==> src/sv/ghst_pkg.sv <==
// Shared types and constants for the generation handle slot table.
// Holds op and status codes, controller/datapath command and status structs.
// No dependencies.
`default_nettype none

package ghst_pkg;

	// Operation codes (carried in the input tuser)
	localparam logic [2:0] OP_REGISTER   = 3'd0;
	localparam logic [2:0] OP_UNREGISTER = 3'd1;
	localparam logic [2:0] OP_QUERY      = 3'd2;
	localparam logic [2:0] OP_READ       = 3'd3;
	localparam logic [2:0] OP_WRITE      = 3'd4;
	localparam logic [2:0] OP_FLUSH      = 3'd5;

	// Status codes
	localparam logic [3:0] STS_OK          = 4'd0;
	localparam logic [3:0] STS_INVALID     = 4'd1;
	localparam logic [3:0] STS_NO_SLOT     = 4'd2;
	localparam logic [3:0] STS_STALE       = 4'd3;
	localparam logic [3:0] STS_NOT_READY   = 4'd4;
	localparam logic [3:0] STS_NO_MEDIA    = 4'd5;
	localparam logic [3:0] STS_UNSUPPORTED = 4'd6;
	localparam logic [3:0] STS_RANGE       = 4'd7;
	localparam logic [3:0] STS_READ_ONLY   = 4'd8;
	localparam logic [3:0] STS_TIMEOUT     = 4'd9;
	localparam logic [3:0] STS_IO_ERROR    = 4'd10;
	localparam logic [3:0] STS_EXHAUSTED   = 4'd11;

	// Stream widths
	localparam int unsigned IN_DATA_W  = 160;
	localparam int unsigned IN_USER_W  = 3;
	localparam int unsigned OUT_DATA_W = 80;

	// Commands from controller to datapath
	typedef struct packed {
		logic load;       // latch request fields and early result
		logic scan_eval;  // evaluate the slot read during the scan
		logic scan_inc;   // advance the scan index
		logic res_eval;   // evaluate the resolved handle slot
		logic push;       // move result into the output register
	} dp_cmd_t;

	// Status from datapath to controller
	typedef struct packed {
		logic go_scan;    // incoming request needs the free-slot scan
		logic go_res;     // incoming request needs a handle lookup
		logic scan_done;  // scan found a slot or hit the last one
	} dp_sts_t;

	// Map raw adapter status onto the allowed set
	function automatic logic [3:0] norm_status(input logic [3:0] s);
		logic [3:0] r;
		case (s)
			STS_OK, STS_INVALID, STS_NOT_READY, STS_NO_MEDIA, STS_UNSUPPORTED,
			STS_RANGE, STS_READ_ONLY, STS_TIMEOUT, STS_IO_ERROR: r = s;
			default: r = STS_IO_ERROR;
		endcase
		return r;
	endfunction

endpackage

`default_nettype wire

==> src/sv/ghst_ctrl.sv <==
// Sequencing state machine for the generation handle slot table.
// Drives datapath commands, the input ready and the output valid.
// Depends on ghst_pkg.
`default_nettype none

module ghst_ctrl
	import ghst_pkg::*;
(
	input  wire logic    clk,
	input  wire logic    arst_n,
	input  wire logic    s_tvalid,
	output logic         s_tready,
	output logic         m_tvalid,
	input  wire logic    m_tready,
	input  wire dp_sts_t sts,
	output dp_cmd_t      cmd
);

	typedef enum logic [5:0] {
		S_IDLE    = 6'b000001,
		S_SCAN_RD = 6'b000010,
		S_SCAN_EV = 6'b000100,
		S_RES_RD  = 6'b001000,
		S_RES_EV  = 6'b010000,
		S_DONE    = 6'b100000
	} state_t;

	state_t state_q, state_d;
	logic   m_valid_q;

	// Next state and commands
	always_comb begin
		state_d = state_q;
		cmd     = '0;
		case (state_q)
			S_IDLE: begin
				if (s_tvalid) begin
					cmd.load = 1'b1;
					if (sts.go_scan) begin
						state_d = S_SCAN_RD;
					end else if (sts.go_res) begin
						state_d = S_RES_RD;
					end else begin
						state_d = S_DONE;
					end
				end
			end
			S_SCAN_RD: begin
				state_d = S_SCAN_EV;
			end
			S_SCAN_EV: begin
				cmd.scan_eval = 1'b1;
				if (sts.scan_done) begin
					state_d = S_DONE;
				end else begin
					cmd.scan_inc = 1'b1;
					state_d      = S_SCAN_RD;
				end
			end
			S_RES_RD: begin
				state_d = S_RES_EV;
			end
			S_RES_EV: begin
				cmd.res_eval = 1'b1;
				state_d      = S_DONE;
			end
			S_DONE: begin
				// wait until the output register is free
				if (!m_valid_q || m_tready) begin
					cmd.push = 1'b1;
					state_d  = S_IDLE;
				end
			end
			default: begin
				state_d = S_IDLE;
			end
		endcase
	end

	// State and output valid
	always_ff @(posedge clk or negedge arst_n) begin
		if (!arst_n) begin
			state_q   <= S_IDLE;
			m_valid_q <= 1'b0;
		end else begin
			state_q <= state_d;
			if (cmd.push) begin
				m_valid_q <= 1'b1;
			end else if (m_tready) begin
				m_valid_q <= 1'b0;
			end
		end
	end

	assign s_tready = (state_q == S_IDLE);
	assign m_tvalid = m_valid_q;

endmodule

`default_nettype wire

==> src/sv/ghst_dp.sv <==
// Datapath of the generation handle slot table: slot store, checks, results.
// Generation and sector count live in memories with one registered read port.
// Depends on ghst_pkg.
`default_nettype none

module ghst_dp
	import ghst_pkg::*;
#(
	parameter int unsigned SLOTS            = 8,
	parameter logic [31:0] GENERATION_LIMIT = 32'hFFFF_FFFF,
	parameter int unsigned SECTOR_BYTES     = 512
) (
	input  wire logic                  clk,
	input  wire logic                  arst_n,
	input  wire logic [IN_DATA_W-1:0]  s_tdata,
	input  wire logic [IN_USER_W-1:0]  s_tuser,
	input  wire dp_cmd_t               cmd,
	output dp_sts_t                    sts,
	output logic [OUT_DATA_W-1:0]      m_tdata
);

	localparam int unsigned IW = (SLOTS > 1) ? $clog2(SLOTS) : 1;

	// Incoming fields
	logic [2:0]  in_op;
	logic [31:0] in_hslot, in_hgen, in_lba, in_pcount;
	logic        in_ptrs, in_prsv, in_hwr, in_hfl;
	logic [15:0] in_pbytes;
	logic [7:0]  in_pwr;
	logic [3:0]  in_astat;

	assign in_op     = s_tuser[2:0];
	assign in_hslot  = s_tdata[31:0];
	assign in_hgen   = s_tdata[63:32];
	assign in_lba    = s_tdata[95:64];
	assign in_ptrs   = s_tdata[96];
	assign in_pcount = s_tdata[128:97];
	assign in_pbytes = s_tdata[144:129];
	assign in_pwr    = s_tdata[152:145];
	assign in_prsv   = s_tdata[153];
	assign in_hwr    = s_tdata[154];
	assign in_hfl    = s_tdata[155];
	assign in_astat  = s_tdata[159:156];

	// Latched request
	logic [2:0]  op_q;
	logic [31:0] hgen_q, lba_q, pcount_q;
	logic [15:0] pbytes_q;
	logic [7:0]  pwr_q;
	logic        prsv_q, hwr_q, hfl_q;
	logic [3:0]  astat_q;
	logic [IW-1:0] idx_q;
	logic        any_below_q;

	// Slot store
	logic [31:0] gen_mem [SLOTS];
	logic [31:0] cnt_mem [SLOTS];
	logic [31:0] gen_rd_q, cnt_rd_q;
	logic [SLOTS-1:0] gen_vld_q, occ_q, wr_q, hw_q, hf_q;

	// Result and output registers
	logic [3:0]  res_status_q, out_status_q;
	logic [3:0]  res_nslot_q, out_nslot_q;
	logic [31:0] res_ngen_q, out_ngen_q;
	logic [31:0] res_cnt_q, out_cnt_q;
	logic        res_wr_q, out_wr_q;
	logic        res_called_q, out_called_q;

	// Early decode of the incoming request
	logic        needs_res, handle_ok, go_scan;
	logic [31:0] hslot_m1;
	always_comb begin
		needs_res = (in_op == OP_UNREGISTER) || (in_op == OP_FLUSH) ||
			(((in_op == OP_QUERY) || (in_op == OP_READ) || (in_op == OP_WRITE)) && in_ptrs);
		handle_ok = (in_hslot != 32'd0) && (in_hgen != 32'd0) &&
			(in_hgen <= GENERATION_LIMIT) && (in_hslot <= 32'(SLOTS));
		go_scan   = (in_op == OP_REGISTER) && in_ptrs;
		hslot_m1  = in_hslot - 32'd1;
	end

	// Current slot view
	logic [31:0] gen_cur, gen_next, slot_enc;
	logic        below, slot_free, scan_last, geom_ok, reg_ok, hit;
	logic [3:0]  astat_n;
	always_comb begin
		gen_cur   = gen_vld_q[idx_q] ? gen_rd_q : 32'd0;
		gen_next  = gen_cur + 32'd1;
		below     = gen_cur < GENERATION_LIMIT;
		slot_free = !occ_q[idx_q] && below;
		scan_last = (idx_q == IW'(SLOTS - 1));
		astat_n   = norm_status(astat_q);
		geom_ok   = (pcount_q != 32'd0) && (pbytes_q == 16'(SECTOR_BYTES)) &&
			(pwr_q <= 8'd1) && !prsv_q && !((pwr_q == 8'd1) && !hwr_q);
		reg_ok    = slot_free && (astat_n == STS_OK) && geom_ok;
		hit       = occ_q[idx_q] && (gen_cur == hgen_q);
		slot_enc  = 32'(idx_q) + 32'd1;
	end

	// Handle operation outcome
	logic [3:0]  ho_status;
	logic        ho_called, ho_query, ho_free;
	always_comb begin
		ho_status = STS_STALE;
		ho_called = 1'b0;
		ho_query  = 1'b0;
		ho_free   = 1'b0;
		if (hit) begin
			case (op_q)
				OP_UNREGISTER, OP_FLUSH: begin
					ho_status = STS_OK;
					if (hf_q[idx_q]) begin
						ho_called = 1'b1;
						ho_status = astat_n;
					end
					ho_free = (op_q == OP_UNREGISTER) &&
						(!hf_q[idx_q] || (astat_n == STS_OK));
				end
				OP_QUERY: begin
					ho_status = STS_OK;
					ho_query  = 1'b1;
				end
				OP_READ, OP_WRITE: begin
					if (lba_q >= cnt_rd_q) begin
						ho_status = STS_RANGE;
					end else if ((op_q == OP_WRITE) && (!wr_q[idx_q] || !hw_q[idx_q])) begin
						ho_status = STS_READ_ONLY;
					end else begin
						ho_called = 1'b1;
						ho_status = astat_n;
					end
				end
				default: begin
					ho_status = STS_INVALID;
				end
			endcase
		end
	end

	assign sts.go_scan   = go_scan;
	assign sts.go_res    = needs_res && handle_ok;
	assign sts.scan_done = slot_free || scan_last;

	// Request latch and slot index
	always_ff @(posedge clk) begin
		if (cmd.load) begin
			op_q     <= in_op;
			hgen_q   <= in_hgen;
			lba_q    <= in_lba;
			pcount_q <= in_pcount;
			pbytes_q <= in_pbytes;
			pwr_q    <= in_pwr;
			prsv_q   <= in_prsv;
			hwr_q    <= in_hwr;
			hfl_q    <= in_hfl;
			astat_q  <= in_astat;
			idx_q    <= go_scan ? '0 : hslot_m1[IW-1:0];
		end else if (cmd.scan_inc) begin
			idx_q <= idx_q + IW'(1);
		end
	end

	// Memories: one write, one registered read per cycle
	always_ff @(posedge clk) begin
		if (cmd.scan_eval && reg_ok) begin
			gen_mem[idx_q] <= gen_next;
			cnt_mem[idx_q] <= pcount_q;
		end
		gen_rd_q <= gen_mem[idx_q];
		cnt_rd_q <= cnt_mem[idx_q];
	end

	// Per-slot flags
	always_ff @(posedge clk or negedge arst_n) begin
		if (!arst_n) begin
			gen_vld_q <= '0;
			occ_q     <= '0;
			wr_q      <= '0;
			hw_q      <= '0;
			hf_q      <= '0;
		end else if (cmd.scan_eval && reg_ok) begin
			gen_vld_q[idx_q] <= 1'b1;
			occ_q[idx_q]     <= 1'b1;
			wr_q[idx_q]      <= (pwr_q == 8'd1);
			hw_q[idx_q]      <= hwr_q;
			hf_q[idx_q]      <= hfl_q;
		end else if (cmd.res_eval && ho_free) begin
			occ_q[idx_q] <= 1'b0;
			wr_q[idx_q]  <= 1'b0;
			hw_q[idx_q]  <= 1'b0;
			hf_q[idx_q]  <= 1'b0;
		end
	end

	// Track whether any scanned slot still has generations left
	always_ff @(posedge clk or negedge arst_n) begin
		if (!arst_n) begin
			any_below_q <= 1'b0;
		end else if (cmd.load) begin
			any_below_q <= 1'b0;
		end else if (cmd.scan_eval) begin
			any_below_q <= any_below_q | below;
		end
	end

	// Result register
	always_ff @(posedge clk) begin
		if (cmd.load) begin
			res_status_q <= needs_res ? STS_STALE : STS_INVALID;
			res_nslot_q  <= 4'd0;
			res_ngen_q   <= 32'd0;
			res_cnt_q    <= 32'd0;
			res_wr_q     <= 1'b0;
			res_called_q <= 1'b0;
		end else if (cmd.scan_eval) begin
			if (slot_free) begin
				res_called_q <= 1'b1;
				if (reg_ok) begin
					res_status_q <= STS_OK;
					res_nslot_q  <= slot_enc[3:0];
					res_ngen_q   <= gen_next;
				end else if (astat_n == STS_OK) begin
					res_status_q <= STS_UNSUPPORTED;
				end else begin
					res_status_q <= astat_n;
				end
			end else if (scan_last) begin
				res_status_q <= (any_below_q || below) ? STS_NO_SLOT : STS_EXHAUSTED;
			end
		end else if (cmd.res_eval) begin
			res_status_q <= ho_status;
			res_called_q <= ho_called;
			res_cnt_q    <= ho_query ? cnt_rd_q : 32'd0;
			res_wr_q     <= ho_query & wr_q[idx_q];
		end
	end

	// Output register
	always_ff @(posedge clk) begin
		if (cmd.push) begin
			out_status_q <= res_status_q;
			out_nslot_q  <= res_nslot_q;
			out_ngen_q   <= res_ngen_q;
			out_cnt_q    <= res_cnt_q;
			out_wr_q     <= res_wr_q;
			out_called_q <= res_called_q;
		end
	end

	assign m_tdata = {6'd0, out_called_q, out_wr_q, out_cnt_q, out_ngen_q,
		out_nslot_q, out_status_q};

endmodule

`default_nettype wire

==> src/sv/generation_handle_slot_table_top.sv <==
// Sequence from accept to result valid: requests rejected at decode go straight
// to the done state, handle operations pass a read and an evaluate state, and a
// register scans k slots (1..SLOTS), each with a read state and an evaluate state.
// A new request is taken in the cycle after the previous result is loaded.
// Reset: arst_n clears all slots (free, generation zero) and the controller.
// Top level of the generation handle slot table; depends on ghst_pkg,
// ghst_ctrl and ghst_dp.
`default_nettype none

module generation_handle_slot_table_top
	import ghst_pkg::*;
#(
	parameter int unsigned SLOTS            = 8,
	parameter logic [31:0] GENERATION_LIMIT = 32'hFFFF_FFFF,
	parameter int unsigned SECTOR_BYTES     = 512
) (
	input  wire logic                  clk,
	input  wire logic                  arst_n,
	input  wire logic                  s_axis_tvalid,
	output logic                       s_axis_tready,
	// handle_slot[31:0], handle_generation[63:32], lba[95:64], pointers_valid[96],
	// probe_sector_count[128:97], probe_sector_bytes[144:129],
	// probe_writable[152:145], probe_reserved_nonzero[153], has_write_op[154],
	// has_flush_op[155], adapter_status[159:156]
	input  wire logic [IN_DATA_W-1:0]  s_axis_tdata,
	// op[2:0]
	input  wire logic [IN_USER_W-1:0]  s_axis_tuser,
	output logic                       m_axis_tvalid,
	input  wire logic                  m_axis_tready,
	// status[3:0], new_handle_slot[7:4], new_handle_generation[39:8],
	// sector_count_out[71:40], writable_out[72], adapter_called[73], zero pad
	output logic [OUT_DATA_W-1:0]      m_axis_tdata
);

	dp_cmd_t cmd;
	dp_sts_t sts;

	ghst_ctrl u_ctrl (
		.clk      (clk),
		.arst_n   (arst_n),
		.s_tvalid (s_axis_tvalid),
		.s_tready (s_axis_tready),
		.m_tvalid (m_axis_tvalid),
		.m_tready (m_axis_tready),
		.sts      (sts),
		.cmd      (cmd)
	);

	ghst_dp #(
		.SLOTS            (SLOTS),
		.GENERATION_LIMIT (GENERATION_LIMIT),
		.SECTOR_BYTES     (SECTOR_BYTES)
	) u_dp (
		.clk     (clk),
		.arst_n  (arst_n),
		.s_tdata (s_axis_tdata),
		.s_tuser (s_axis_tuser),
		.cmd     (cmd),
		.sts     (sts),
		.m_tdata (m_axis_tdata)
	);

`ifndef SYNTHESIS
	// Block is busy right after taking a request
	a_busy_after_accept: assert property (@(posedge clk) disable iff (!arst_n)
		(s_axis_tvalid && s_axis_tready) |=> !s_axis_tready)
		else $error("ready high right after accepting a request");

	// A new handle only comes with ok status and a nonzero generation
	a_handle_ok: assert property (@(posedge clk) disable iff (!arst_n)
		(m_axis_tvalid && (m_axis_tdata[7:4] != 4'd0)) |->
		((m_axis_tdata[3:0] == STS_OK) && (m_axis_tdata[39:8] != 32'd0)))
		else $error("new handle without ok status");

	// Adapter codes never map onto the table-only status values
	a_called_status: assert property (@(posedge clk) disable iff (!arst_n)
		(m_axis_tvalid && m_axis_tdata[73]) |->
		((m_axis_tdata[3:0] != STS_STALE) && (m_axis_tdata[3:0] != STS_NO_SLOT) &&
		 (m_axis_tdata[3:0] != STS_EXHAUSTED)))
		else $error("adapter flagged on a table-level rejection");

	// Geometry is only reported on success
	a_query_ok: assert property (@(posedge clk) disable iff (!arst_n)
		(m_axis_tvalid && (m_axis_tdata[71:40] != 32'd0)) |->
		(m_axis_tdata[3:0] == STS_OK))
		else $error("sector count reported without ok status");
`endif

endmodule

`default_nettype wire
==> config.mk <==
export PLATFORM = sky130hd
export DESIGN_NAME = generation_handle_slot_table_top
export DESIGN_NICKNAME = d
export VERILOG_FILES = /design/src/sv/ghst_pkg.sv /design/src/sv/ghst_ctrl.sv /design/src/sv/ghst_dp.sv /design/src/sv/generation_handle_slot_table_top.sv
export SDC_FILE = /design/constraint.sdc
export NUM_CORES = 1
export LEC_CHECK = 0
export ABC_AREA = 1
export ABC_CLOCK_PERIOD_IN_PS = 6200
export BUFFER_PORTS_ARGS = -buffer_cell sky130_fd_sc_hd__buf_4
export CORE_MARGIN = 3
export CORE_UTILIZATION = 40
export CTS_CLUSTER_SIZE = 25
export DETAILED_ROUTE_END_ITERATION = 8
export PLACE_DENSITY = 0.55
export SLEW_MARGIN = 20
export SYNTH_ARGS = -nofsm -noshare
export SYNTH_HDL_FRONTEND = slang
export SYNTH_SLANG_ARGS = --single-unit
==> constraint.sdc <==
create_clock -name clk -period 6.2 [get_ports clk]
set_clock_uncertainty 0.2 [all_clocks]
set_input_delay 0.93 -clock clk [delete_from_list [all_inputs] [get_ports clk]]
set_output_delay 0.93 -clock clk [all_outputs]
set_load 0.05 [all_outputs]
### Yosys cells after proc, flatten, opt, wreduce, memory -nomap -nowiden

Memories as Yosys holds them, arrays and structs flattened. A register that Yosys moved wholly into a read port is not among the register bits.
Cells that the tools add are included.

* register bits after elaboration: 329
* latch bits: 0
* RAM bits: 512
* ROM bits: 0
* input bits: 167
* output and inout port bits: 82
* logic and storage cells: 217
* memories kept: 2

Memories
* u_dp.cnt_mem: words 8, width 32, rd ports 1, clocked after Yosys merged registers in 1, wr ports 1, RTL line ghst_dp.sv:57 `logic [31:0] cnt_mem [SLOTS];`
* u_dp.gen_mem: words 8, width 32, rd ports 1, clocked after Yosys merged registers in 1, wr ports 1, RTL line ghst_dp.sv:56 `logic [31:0] gen_mem [SLOTS];`

* $add $sub $neg: 4
* multipliers: 0
* div/mod/pow operators: 0
* order comparisons: 7
* eq/ne operators: 32
* shift-type cells: 0
* muxes and demuxes: 74
* bitwise logic cells: 10
* reductions and logical operators: 57

Operator list (count)
* $reduce_bool A32 Y1: 3
* $mux W32: 2
* $mux W8: 8
* $mux W4: 13
* $pmux W6 S6: 1
* $add A32 B1 Y32 const B: 1
* $and A8 B8 Y8: 4
* $eq A32 B32 Y1: 1
* $ge A32 B32 Y1: 1
* $le A32 B32 Y1 const B: 1
* $le A32 B4 Y1 const B: 1
* $lt A32 B32 Y1 const B: 1
* $mux W6: 5
* $mux W1: 29
* $bwmux W8: 3
* $logic_and A1 B1 Y1: 20
* $eq A16 B10 Y1 const B: 1
* $eq A4 B3 Y1 const B: 4
* $or A8 B8 Y8: 2
* $bmux W1 S3: 5
* $eq A3 B3 Y1 const B: 5
* $eq A3 B2 Y1 const B: 4
* $eq A4 B4 Y1 const B: 3
* $pmux W4 S3: 1
* 36 further kinds: 65

### Depth between registers and ports, before layout

Gate-level depths: netlist of run 1.

* depth in word-level cells: 12
* gate-level depth with buffers: 22
* mapped depth without buffers: 18

### By module

A second synthesis of run 1 with hierarchy kept.

* cells, all modules: 2764
* area, all modules: 35191.3 um2

By module, submodules not included
* ghst_dp: instances 1, cells an instance 2699, area an instance 34740.8 um2, sequential area each 25419.4 um2
* ghst_ctrl: instances 1, cells an instance 65, area an instance 450.4 um2, sequential area each 176.4 um2

### Worst setup path after synthesis of run 1

Ideal clock, no wire load.

* path kind: reg2reg
* from: register u_ctrl.state_q[0]
* to: register u_dp.astat_q[0] (enable)
* setup time: 0.545 ns
* arrival time: 6.538 ns
* data required time: 5.455 ns
* setup slack: -1.083 ns
* stages on the path, launching flop included: 6
* buffers on the path: 1
* clock period less this slack: 7.283 ns
* path through: dfstp_2 inv_1 nor4_1 nand2_1 clkinv_1 clkbuf_1

RTL lines
* start, declared: RTL line ghst_ctrl.sv:28 `state_t state_q, state_d;`
* start signal, assigned: RTL line ghst_ctrl.sv:86 `state_q <= state_d;`
* end signal, assigned: RTL line ghst_dp.sv:155 `astat_q <= in_astat;`
* end, declared: RTL line ghst_dp.sv:51 `logic [3:0] astat_q;`

### Worst setup path in the final report of run 1

* from: register u_dp.idx_q[0]
* to: register u_dp.hf_q[6]

* word-level cells in the longest chain between the ends: 9
* elaborated cells between the ends (all ways): 32
* classes of those cells: order compare (3); eq/ne (1); mux (14); bitwise (2); reduce/logical (12)

RTL lines
* start, declared: RTL line ghst_dp.sv:52 `logic [IW-1:0] idx_q;`
* start signal, assigned: RTL line ghst_dp.sv:156 `idx_q <= go_scan ? '0 : hslot_m1[IW-1:0];`
* start signal, assigned: RTL line ghst_dp.sv:158 `idx_q <= idx_q + IW'(1);`
* $bmux W1 S3 (on tied branches): RTL line ghst_dp.sv:86, ghst_dp.sv:116
* $mux W1 (on tied branches): RTL line ghst_dp.sv:86, ghst_dp.sv:116
* $mux W32 or $logic_not A1 Y1 (tied branches): RTL line ghst_dp.sv:86, ghst_dp.sv:116
* $lt A32 B32 Y1 or $logic_or A1 B1 Y1 (tied branches): RTL line ghst_dp.sv:88, ghst_dp.sv:116
* $logic_and A1 B1 Y1 (on tied branches): RTL line ghst_dp.sv:89, ghst_dp.sv:115
* $logic_and A1 B1 Y1 or $mux W1 (tied branches): RTL line ghst_dp.sv:94, ghst_dp.sv:108
* $logic_and A1 B1 Y1 or $mux W1 (tied branches): RTL line ghst_dp.sv:94, ghst_dp.sv:107
* $logic_and A1 B1 Y1 (on tied branches): RTL line ghst_dp.sv:180, ghst_dp.sv:186
* $mux W8 or $reduce_bool A2 Y1 (tied branches)
* end signal, assigned by index: RTL line ghst_dp.sv:185 `hf_q[idx_q] <= hfl_q;`
* end, declared: RTL line ghst_dp.sv:59 `logic [SLOTS-1:0] gen_vld_q, occ_q, wr_q, hw_q, hf_q;`

Several ways; a longest one is shown, not always the timed one. The select of a mux whose other input is x is not followed.
A chain may end at the register's enable or synchronous reset.

==> impl_metrics.yaml, run 1 <==
detailed_routing:
  vias_per_cell: 5.33
  avgRoutedWirePerCell_um: 23.3
  drtIter0Drc: 1965
  wirelength_mm: 98.7
  vias: 22600
  drtPass1Iterations: 6
  drc: 0
  ant_nets: 0
setup_path:
  slowest_delay_ps: 760
  crit_top_cell: "nand2_1"
  r2r_start: "u_dp.idx_q[0]"
  crit_buf_inv: 4
  worstPathCellList: "clkinv_2, nand2_1, nand3_1, nand2_1, nor2_4, nor2_2, ha_1, nand3_1, inv_1, nand2_1, nor2_2, nand2_2, nand3_4, nor2_4, buf_4, inv_1, nand2_1, nand2_1, nand3_1"
  r2r-end: "u_dp.hf_q[6]"
  cp_slowest_cell: "nor2_4"
  arrival_ps: 5420
  r2r_slack_ps: 1150
  reg2reg_depth: 19
  worstSetupEndpointType: "flip-flop"
  critPathLaunchType: "flip-flop"
  required_ps: 6580
  crit_family: "simple AND/OR/NAND/NOR gates"
  crit_type: "reg -> reg"
  cp_max_fo: 36
cells_and_area:
  antennaDiodeCount: 0
  final_util: 0.479
  final_layout_size_suffix_gt1_frac: 0.153
  nets: 3217
  syn_to_final_growth_pct: 18.1
synthesis:
  synth_edf_count: 723
  ys_seq_area_frac: 0.736
  syn_avg_cell_area_um2: 12.7
  syn_area_um2: 34800
  ys_ff_latch: 905
  ys.flop_type: "edfxtp_1"
  yosys-top-cells-area: "edfxtp_1, dfxtp_1, nand2_1"
  synth_cell_types: 47
  netlist.area_leader.share: 0.624
  syn_inst: 2744
  yosysTopAreaCell: "edfxtp_1"
  synthArstFlopShare: 0.0530
  ys_warn_count: 0
sta:
  slew_headroom: 0.199
  period_needed_ps: 5050
  finalSetupTns_ps: 0
  setup_viol: 0
  fmax_mhz: 198
  fin_ws_ps: 1150
  finalHoldViolCount: 0
  period_share: 0.814
  final-max-slew-violation-count: 0
  rsz0062_at_grt: "false"
  timing_worst_slew_pin_value_ps: 1200
grt:
  grt_pass1_wl_mm: 146
  overflow: 0
  gr-usage-all-layers: 0.215
  antenna_found_initial: 2
  grt_max_degree: 103
  grt_pass1_vias: 22700
place:
  post-place-ws_ps: 1190
  dpl.hpwl_mm: 63.2
  port-buffer-count: 242
  routabilityCongestion: 0.903
floorplan:
  initial_core_util: 0.406
  ios: 249
  std_cell_rows: 107
  core-area_um2: 85700
  fp.dieW_um: 301
  die_area_um2: 90500
  die-height_um: 301
clock_tree:
  worstSkewPairLatency_ps: 660
  post_cts_buffers: 0
  cts_tree: "yes"
  path_clk_slew_ps: 60
  numCtsBuffers: 95
  cts.repair.resized: 0
  cts_hold_buf: 0
  cts_sinks: 905
  h-tree-depth: 3
  cts_root_buf: "clkbuf_16"
  cts_buffer_depth: 3
power:
  vdd_drop_max_uv: 228
  power_density_nw_per_um2: 399
  power.leakage_nw: 15.4
  finalPower_mw: 16.4
job:
  drv_cap: 0
worst_hold_path:
  holdCritPathClass: "in -> async"
status:
  outcome: "complete, no violations"
-- power by group --
group	switching [mW]	internal, mW	total [mW]
Combinational	2.24	0.824	3.06
Sequential	0.520	7.33	7.85
Clock	2.34	3.16	5.50
Total	5.10	11.3	16.4
-- stage by stage --
stage                     hold WS [ps]  cells  cell area (um2)
after floorplan                    200   2749            34800
after global placement             211   4060            38000
after detailed placement           210   4061            38000
after CTS                          118   4234            41000
after global routing               155   4234            41100
final                              116   4234            41100
-- layout by cell type (no fill, tap or decap), types with 4 or more instances in the layout --
cell / instances
nor2_4: 15
clkbuf_16: 99
xor2_2: 7
a22o_1: 45
o21ai_1: 11
dfxtp_1: 134
conb_1: 6
clkbuf_1: 22
xor2_1: 22
edfxtp_1: 723
nand3b_1: 7
ha_1: 36
buf_12: 8
inv_2: 4
or2_2: 5
nand2_1: 574
buf_4: 272
nor2_2: 10
clkinv_2: 20
nor2_1: 214
clkbuf_8: 12
a22oi_1: 78
a221oi_1: 53
nand3_1: 113
inv_1: 193
nor4_1: 29
nor3_1: 13
dfrtp_1: 47
clkinvlp_4: 4
o21ai_0: 74
a21oi_1: 84
nand4_1: 109
clkinv_1: 14
-- worst reg2reg max path: cells and delay by family (launching register included) --
kind / cells / cell delay, ps
DFF: 1 / 670
and+or+nand+nor: 14 / 2660
buffers and inverters: 4 / 1180
adders and majority gates: 1 / 260
-- cell usage after synthesis (7+ instances only) --
cell type	count
o21ai_0	74
xor2_1	29
nor4_1	30
buf_2	9
dfrtp_1	47
clkbuf_1	61
a22o_1	45
a22oi_1	78
o21ai_1	11
a21oi_1	84
nand3b_1	7
nor3_1	13
inv_1	197
edfxtp_1	723
nand3_1	113
dfxtp_1	134
nand2_1	574
buf_6	11
nor2_2	11
buf_1	19
a221oi_1	53
buf_4	12
nand4_1	109
ha_1	36
nor2_1	227
-- layout make-up --
| cell class | count | area (um2) |
|---|---|---|
| clock buffers | 133 | 2730 |
| clock inverters | 40 | 320 |
| multi-input cells | 1529 | 8040 |
| repair buffers | 280 | 2200 |
| inverters | 203 | 771 |
| fillers | 7632 | 44600 |
| well taps | 1144 | 1430 |
| flip-flops and latches | 905 | 25600 |
-- routing by layer --
layer	global-route usage	wire, um	vias up
li1	-	-	10400
met2	0.348	46600	781
met4	0.0573	2120	0
met3	0.0302	6430	131
met1	0.304	43500	11300
met5	0	0	-
-- kinds of logic after synthesis --
family	Yosys count	synth area share
other	1	0.000108
DFF	905	0.736
AOI/OAI and AO/OA	357	0.0684
adders and majority gates	36	0.0130
buffers and inverters	315	0.0380
xor gates and xnor gates	30	0.00756
and+or+nand+nor	1100	0.137
-- state kept, by name, summed over array words and instances (netlist names), 4 cells and up, named ones only --
register	cells
u_dp.wr_q	8
u_dp.hgen_q	32
u_dp.res_status_q	4
u_dp.hf_q	8
u_dp.pcount_q	32
u_dp.cnt_rd_q	32
u_dp.pwr_q	8
u_dp.out_status_q	4
u_dp.gen_rd_q	32
u_dp.pbytes_q	16
u_dp.cnt_mem	256
u_dp.lba_q	32
u_dp.gen_vld_q	8
u_dp.out_ngen_q	32
u_ctrl.state_q	6
u_dp.hw_q	8
u_dp.astat_q	4
u_dp.gen_mem	256
u_dp.res_nslot_q	4
u_dp.res_cnt_q	32
u_dp.res_ngen_q	32
u_dp.out_cnt_q	32
u_dp.out_nslot_q	4
-- how the worst max path moves through the flow --
stage                        from                   to  cells past startpoint
floorplan           u_dp.idx_q[0]         u_dp.hf_q[6]                     21
global placement    u_dp.idx_q[0]   u_dp.cnt_mem[7][0]                     17
detailed placement  u_dp.idx_q[0]   u_dp.cnt_mem[7][0]                     17
CTS                 u_dp.idx_q[0]  u_dp.cnt_mem[7][15]                     17
global route        u_dp.idx_q[0]         u_dp.hf_q[3]                     19
finish              u_dp.idx_q[0]         u_dp.hf_q[6]                     19
Note: power is estimated with default switching activity, not from simulation.
==> run 2: changes to the inputs <==
- ABC_AREA: 1 -> 0
- ABC_CLOCK_PERIOD_IN_PS: 6200 -> 4200
- clock period: 6.2 -> 4.2 ns (I/O delays scaled with it)
==> impl_metrics.yaml, run 2 <==
sta:
  final-max-slew-violation-count: 0
  period_needed_ps: 3920
  fin_ws_ps: 276
  period_share: 0.934
  fmax_mhz: 255
  finalSetupTns_ps: 0
  rsz0062_at_grt: "false"
  setup_viol: 0
  slew_headroom: 0.249
  finalHoldViolCount: 0
  timing_worst_slew_pin_value_ps: 1130
detailed_routing:
  vias_per_cell: 5.44
  drtPass1Iterations: 6
  avgRoutedWirePerCell_um: 23.3
  vias: 20400
  wirelength_mm: 87.3
  ant_nets: 0
  drc: 0
  drtIter0Drc: 1675
setup_path:
  arrival_ps: 4240
  r2r_start: "u_dp.idx_q[0]"
  startpoint: "u_dp.idx_q[0]"
  cp_max_fo: 43
  crit_buf_inv: 2
  crit_family: "simple AND/OR/NAND/NOR gates"
  worstPathCellList: "mux2_2, o22a_2, and3_1, ha_1, nand4_1, nor4_1, nand4_1, o31ai_2, buf_4, nor4_4, buf_4, nand3_2, o21ai_0"
  critPathLaunchType: "flip-flop"
  worstSetupEndpointType: "flip-flop"
  cp_slowest_cell: "edfxtp_1"
  required_ps: 4520
  slowest_delay_ps: 480
  crit_type: "reg -> reg"
power:
  vdd_drop_max_uv: 355
  seq_power_share: 0.481
  intPower_mw: 16.8
  finalPower_mw: 22.7
  clkPwrFrac: 0.390
  power_density_nw_per_um2: 546
  switching_share: 0.262
  comb_power_share: 0.130
  net-switching-power_mw: 5.95
  power.leakage_nw: 14.7
synthesis:
  synthArstFlopShare: 0.0530
  synth_common_cells: "edfxtp_1, a22oi_1, nand2_1"
  yosys-top-cells-area: "edfxtp_1, dfxtp_1, a22oi_1"
  syn_area_um2: 33300
  yosysTopAreaCell: "edfxtp_1"
  ys_ff_latch: 905
  ys_seq_area_frac: 0.769
  ys.flop_type: "edfxtp_1"
  post-synth-top-count-cell: "edfxtp_1"
  synth_edf_count: 723
  netlist.area_leader.share: 0.653
  syn_avg_cell_area_um2: 15.6
  syn_inst: 2138
  ys_warn_count: 0
  synth_cell_types: 80
place:
  routabilityCongestion: 0.894
  post-place-cells: 3426
  dpl.hpwl_mm: 52.7
  port-buffer-count: 242
  post-place-ws_ps: 140
grt:
  grt_pass1_wl_mm: 130
  gr-usage-all-layers: 0.198
  grt_max_degree: 66
  overflow: 0
  antenna_found_initial: 5
  grt_pass1_vias: 20800
floorplan:
  ios: 249
  die-height_um: 294
  core-area_um2: 82200
  fp.dieW_um: 294
  die_area_um2: 86700
  initial_core_util: 0.405
  std_cell_rows: 105
cells_and_area:
  layout_common_cells: "edfxtp_1, buf_4, a22oi_1"
  syn_to_final_growth_pct: 25.2
  nets: 2789
  instances_no_fill: 3743
  largestRegisters: "u_dp.cnt_mem (256), u_dp.gen_mem (256)"
  final_layout_size_suffix_gt1_frac: 0.193
  fillCellCount: 6849
  final_common_cell: "edfxtp_1"
worst_hold_path:
  hp-start: "m_axis_tready"
  holdCritPathClass: "in -> reg"
clock_tree:
  h-tree-depth: 3
  cts_root_buf: "clkbuf_16"
  worstSkewPairLatency_ps: 660
  path_clk_slew_ps: 60
  post_cts_buffers: 0
  cts_buffer_depth: 3
  numCtsBuffers: 97
  cts_sinks: 905
  cts_tree: "yes"
status:
  outcome: "complete, no violations"
job:
  drv_cap: 0
-- run 2: cell count changes in the layout (fill, tap and decap cells not counted), moves of 24 or more --
cell | previous run | this run
nand2_1 | 574 | 141
a22oi_1 | 78 | 257
nor2_1 | 214 | 61
inv_1 | 193 | 58
dlygate4sd3_1 | 0 | 131
nand3_1 | 113 | 33
a221oi_1 | 53 | 1
xnor2_1 | 1 | 28
nand4_1 | 109 | 84
buf_4 | 272 | 296
-- run 2: cells by family (layout without fill, tap and decap cells) --
family          count (synthesis)  after routing  synth area share
xor+xnor                       42             42            0.0111
compound gates                497            497             0.105
fa+ha+maj                      36             36            0.0135
other cells                     1              9          0.000113
simple gates                  481            481            0.0754
flops                         905            905             0.769
mux                            13             13           0.00478
buf+inv                       163            690            0.0209
-- run 2: stage by stage --
stage	hold slack (ps)	area (um2)	util
floorplan	134	33400	-
global placement	211	36900	0.449
detailed placement	205	36900	0.449
CTS	66.3	41600	0.506
global route	114	41600	0.506
finish	110	41700	0.506
-- run 2: power by group through the flow --
stage	clock network (mW)	logic [mW]	registers (mW)
final	8.86	2.94	10.9
after detailed placement	0	2.86	11.1
after global routing	9.43	3.22	11.0
after CTS	9.06	2.97	10.9
after floorplan	0	1.65	10.9
after global placement	0	2.82	11.1
-- run 2: path summary, 6_finish.rpt --
path	end	slack, ps	cells past startpoint
min in group asynchronous	u_ctrl.m_tvalid	360	2
setup reg to reg	u_dp.wr_q[7]	280	13
max in group asynchronous	asynchronous set/reset pin	2960	2
hold reg to reg	u_dp.out_wr_q	210	0
setup / recovery	u_dp.wr_q[7]	280	13
hold / removal	u_ctrl.m_tvalid	110	3
-- run 2: worst register-to-register path, cell delays in order, from the launching register on --
cell and delay, ps:
edfxtp_1 480, mux2_2 410, o22a_2 250, and3_1 220
ha_1 240, nand4_1 90, nor4_1 70, nand4_1 170
o31ai_2 130, buf_4 200, nor4_4 320, buf_4 480
nand3_2 280, o21ai_0 250
-- run 2: final cells by class --
cell class,count,area (um2),area share
Antenna cell,3,7.51,0.000180
Clock buffer,142,2760,0.0662
Clock inverter,41,636,0.0153
Inverter,59,226,0.00544
Multi-Input combinational cell,1075,7140,0.171
Sequential cell,905,25600,0.614
Tap cell,1070,1340,0.0321
Timing Repair Buffer,448,3950,0.0949
-- run 2: metal layers --
| metal | track usage | part of all wire |
|---|---|---|
| met2 | 0.337 | 0.50 |
| met3 | 0.0340 | 0.058 |
| met4 | 0.0481 | 0.019 |
| met1 | 0.265 | 0.43 |
| met5 | 0 | 0.00015 |
-- run 2: what timing repair did --
action	CTS	global route
endpoints found under the setup margin	0	25
endpoints found under the hold margin	177	0
hold buffers	131	0
resized for setup	0	2
==> run 3: changes to the inputs <==
- CTS_CLUSTER_SIZE: 25 -> default
- SYNTH_HIERARCHICAL: default -> 1
==> impl_metrics.yaml, run 3 <==
sta:
  finalHoldViolCount: 0
  slew_headroom: 0.255
  final-max-slew-violation-count: 0
  fmax_mhz: 244
  period_share: 0.977
  period_needed_ps: 4110
  timing_worst_slew_pin_value_ps: 1120
  rsz0062_at_grt: "true"
  setup_viol: 0
synthesis:
  ys_warn_count: 6
  syn_inst: 2202
  synth_common_cells: "edfxtp_1, a22oi_1, nand2_1"
  syn_area_um2: 33800
  yosys-top-cells-area: "edfxtp_1, dfxtp_1, a22oi_1"
  netlist.area_leader.share: 0.643
  synth_edf_count: 723
  ys_ff_latch: 905
  synth_cell_types: 82
  ys_seq_area_frac: 0.758
  ys.flop_type: "edfxtp_1"
  synthArstFlopShare: 0.0530
  syn_avg_cell_area_um2: 15.3
  post-synth-top-count-cell: "edfxtp_1"
  yosysTopAreaCell: "edfxtp_1"
detailed_routing:
  drtPass1Iterations: 5
  vias: 21100
  wirelength_mm: 92.0
  vias_per_cell: 5.49
  avgRoutedWirePerCell_um: 23.9
  drtIter0Drc: 1810
  drc: 0
  ant_nets: 0
floorplan:
  ios: 249
  initial_core_util: 0.407
  std_cell_rows: 105
  die-height_um: 297
  die_area_um2: 87900
  core-area_um2: 82900
  fp.dieW_um: 297
place:
  port-buffer-count: 242
  postPlaceCellArea_um2: 37600
  routabilityCongestion: 0.889
  dpl.hpwl_mm: 56.9
clock_tree:
  cts_buffer_depth: 3
  h-tree-depth: 3
  cts_root_buf: "clkbuf_16"
  cts_tree: "yes"
  path_clk_slew_ps: 60
  worstSkewPairLatency_ps: 650
  cts_sinks: 905
  numCtsBuffers: 93
grt:
  grt_pass1_wl_mm: 135
  gr-usage-all-layers: 0.207
  grt_pass1_vias: 21300
  overflow: 0
  grt_max_degree: 107
  antenna_found_initial: 4
setup_path:
  cp_slowest_cell: "edfxtp_1"
  cp_max_fo: 32
  slowest_delay_ps: 520
  r2r_start: "u_dp/idx_q[0]"
  startpoint: "u_dp/idx_q[0]"
  r2r-end: "u_dp/gen_mem[0][28]"
  critPathLaunchType: "flip-flop"
  worstPathCellList: "buf_4, nor2b_4, a32o_1, or3_1, and2_4, ha_4, and4_1, nor3b_4, o311ai_2, o311ai_2, or3_1, buf_12, nor2_4, buf_12"
  arrival_ps: 4230
  reg2reg_depth: 14
  cp-endpoint: "u_dp/gen_mem[0][28]"
  crit_type: "reg -> reg"
  r2r_slack_ps: 90
  worstSetupEndpointType: "flip-flop"
  required_ps: 4320
job:
  drv_cap: 0
worst_hold_path:
  holdCritPathClass: "in -> reg"
power:
  net-switching-power_mw: 6.49
  power.leakage_nw: 13.9
  intPower_mw: 16.4
  seq_power_share: 0.476
  clkPwrFrac: 0.353
  power_density_nw_per_um2: 546
  finalPower_mw: 22.9
  comb_power_share: 0.171
  switching_share: 0.283
  vdd_drop_max_uv: 354
cells_and_area:
  final_layout_size_suffix_gt1_frac: 0.200
  layout_common_cells: "edfxtp_1, buf_4, a22oi_1"
  final_common_cell: "edfxtp_1"
  nets: 2846
  fin_area_um2: 42000
  largestRegisters: "u_dp/cnt_mem (256), u_dp/gen_mem (256)"
  final_util: 0.506
  syn_to_final_growth_pct: 24.3
  fillCellCount: 6843
status:
  outcome: "complete, no violations"
run 3: metal layers:
metal  track usage  vias up  wire length, um
met5             0        -                0
met1         0.290    10600            39900
met4        0.0578        0             2130
met2         0.333      800            43000
li1              -     9577                -
met3        0.0395      118             6960
run 3: power by group through the flow:
stage / clock [mW] / sequential [mW] / combinational (mW)
5_1_grt: 8.65 / 11.0 / 4.26
4_1_cts: 8.29 / 10.9 / 3.91
3_3_place_gp: 0 / 11.1 / 3.75
6_report: 8.10 / 10.9 / 3.92
3_5_place_dp: 0 / 11.1 / 3.80
2_1_floorplan: 0 / 11.2 / 2.04
run 3: worst min-delay path by stage:
stage,endpoint,start,depth (start not counted),slack [ps]
3_3_place_gp,u_dp/out_cnt_q[6],u_dp/res_cnt_q[6],0,210
6_report,u_ctrl/m_tvalid,m_axis_tready,3,160
3_5_place_dp,u_dp/out_cnt_q[17],u_dp/res_cnt_q[17],0,220
2_1_floorplan,u_ctrl/m_tvalid,arst_n,0,130
4_1_cts,u_ctrl/m_tvalid,m_axis_tready,3,120
5_1_grt,u_ctrl/m_tvalid,m_axis_tready,3,140
run 3: area by class of cell:
cell class                      count  area (um2)  area share
Sequential cell                   905       25600       0.610
Multi-Input combinational cell   1122        7630       0.182
Timing Repair Buffer              463        4050      0.0966
Clock buffer                      133        2610      0.0622
Tap cell                         1123        1410      0.0335
Clock inverter                     41         454      0.0108
Inverter                           57         214     0.00510
Antenna cell                        2        5.00    0.000119
run 3: kinds of logic (layout without fill, tap and decap cells):
kind of cell	Yosys count	in the layout	share of synthesized area
DFF	905	905	0.758
other	1	8	0.000111
AOI/OAI and AO/OA	520	520	0.114
buffers and inverters	180	694	0.0225
muxes	7	7	0.00256
adders and majority gates	37	37	0.0137
xor gates and xnor gates	41	41	0.0106
and+or+nand+nor	511	511	0.0779
run 3: stage by stage:
| stage | worst slack [ps] | std cells | hold slack [ps] | setup TNS [ps] |
|---|---|---|---|---|
| after floorplan | -333 | 2207 | 134 | -160590 |
| after global placement | 186 | 3535 | 213 | 0 |
| after detailed placement | 84.7 | 3535 | 216 | 0 |
| after CTS | 55.9 | 3840 | 120 | 0 |
| after global routing | -43.8 | 3844 | 140 | -2860 |
| final | 94.7 | 3846 | 162 | 0 |
run 3: timing repair:
item / in CTS / in global routing
resized for setup: 0 / 1
buffers inserted: 0 / 4
endpoints found under the setup margin: 0 / 536
endpoints found under the hold margin: 177 / 0
hold buffers: 131 / 0
run 3: worst max-delay path: cells and delay by family, from the launching register on:
kind                     cells  cell delay [ps]
buffers and inverters        3              650
adder cells (fa/ha/maj)      1              160
AND/OR/NAND/NOR              7             1700
AO/OA/AOI/OAI                3              530
flip-flops                   1              520
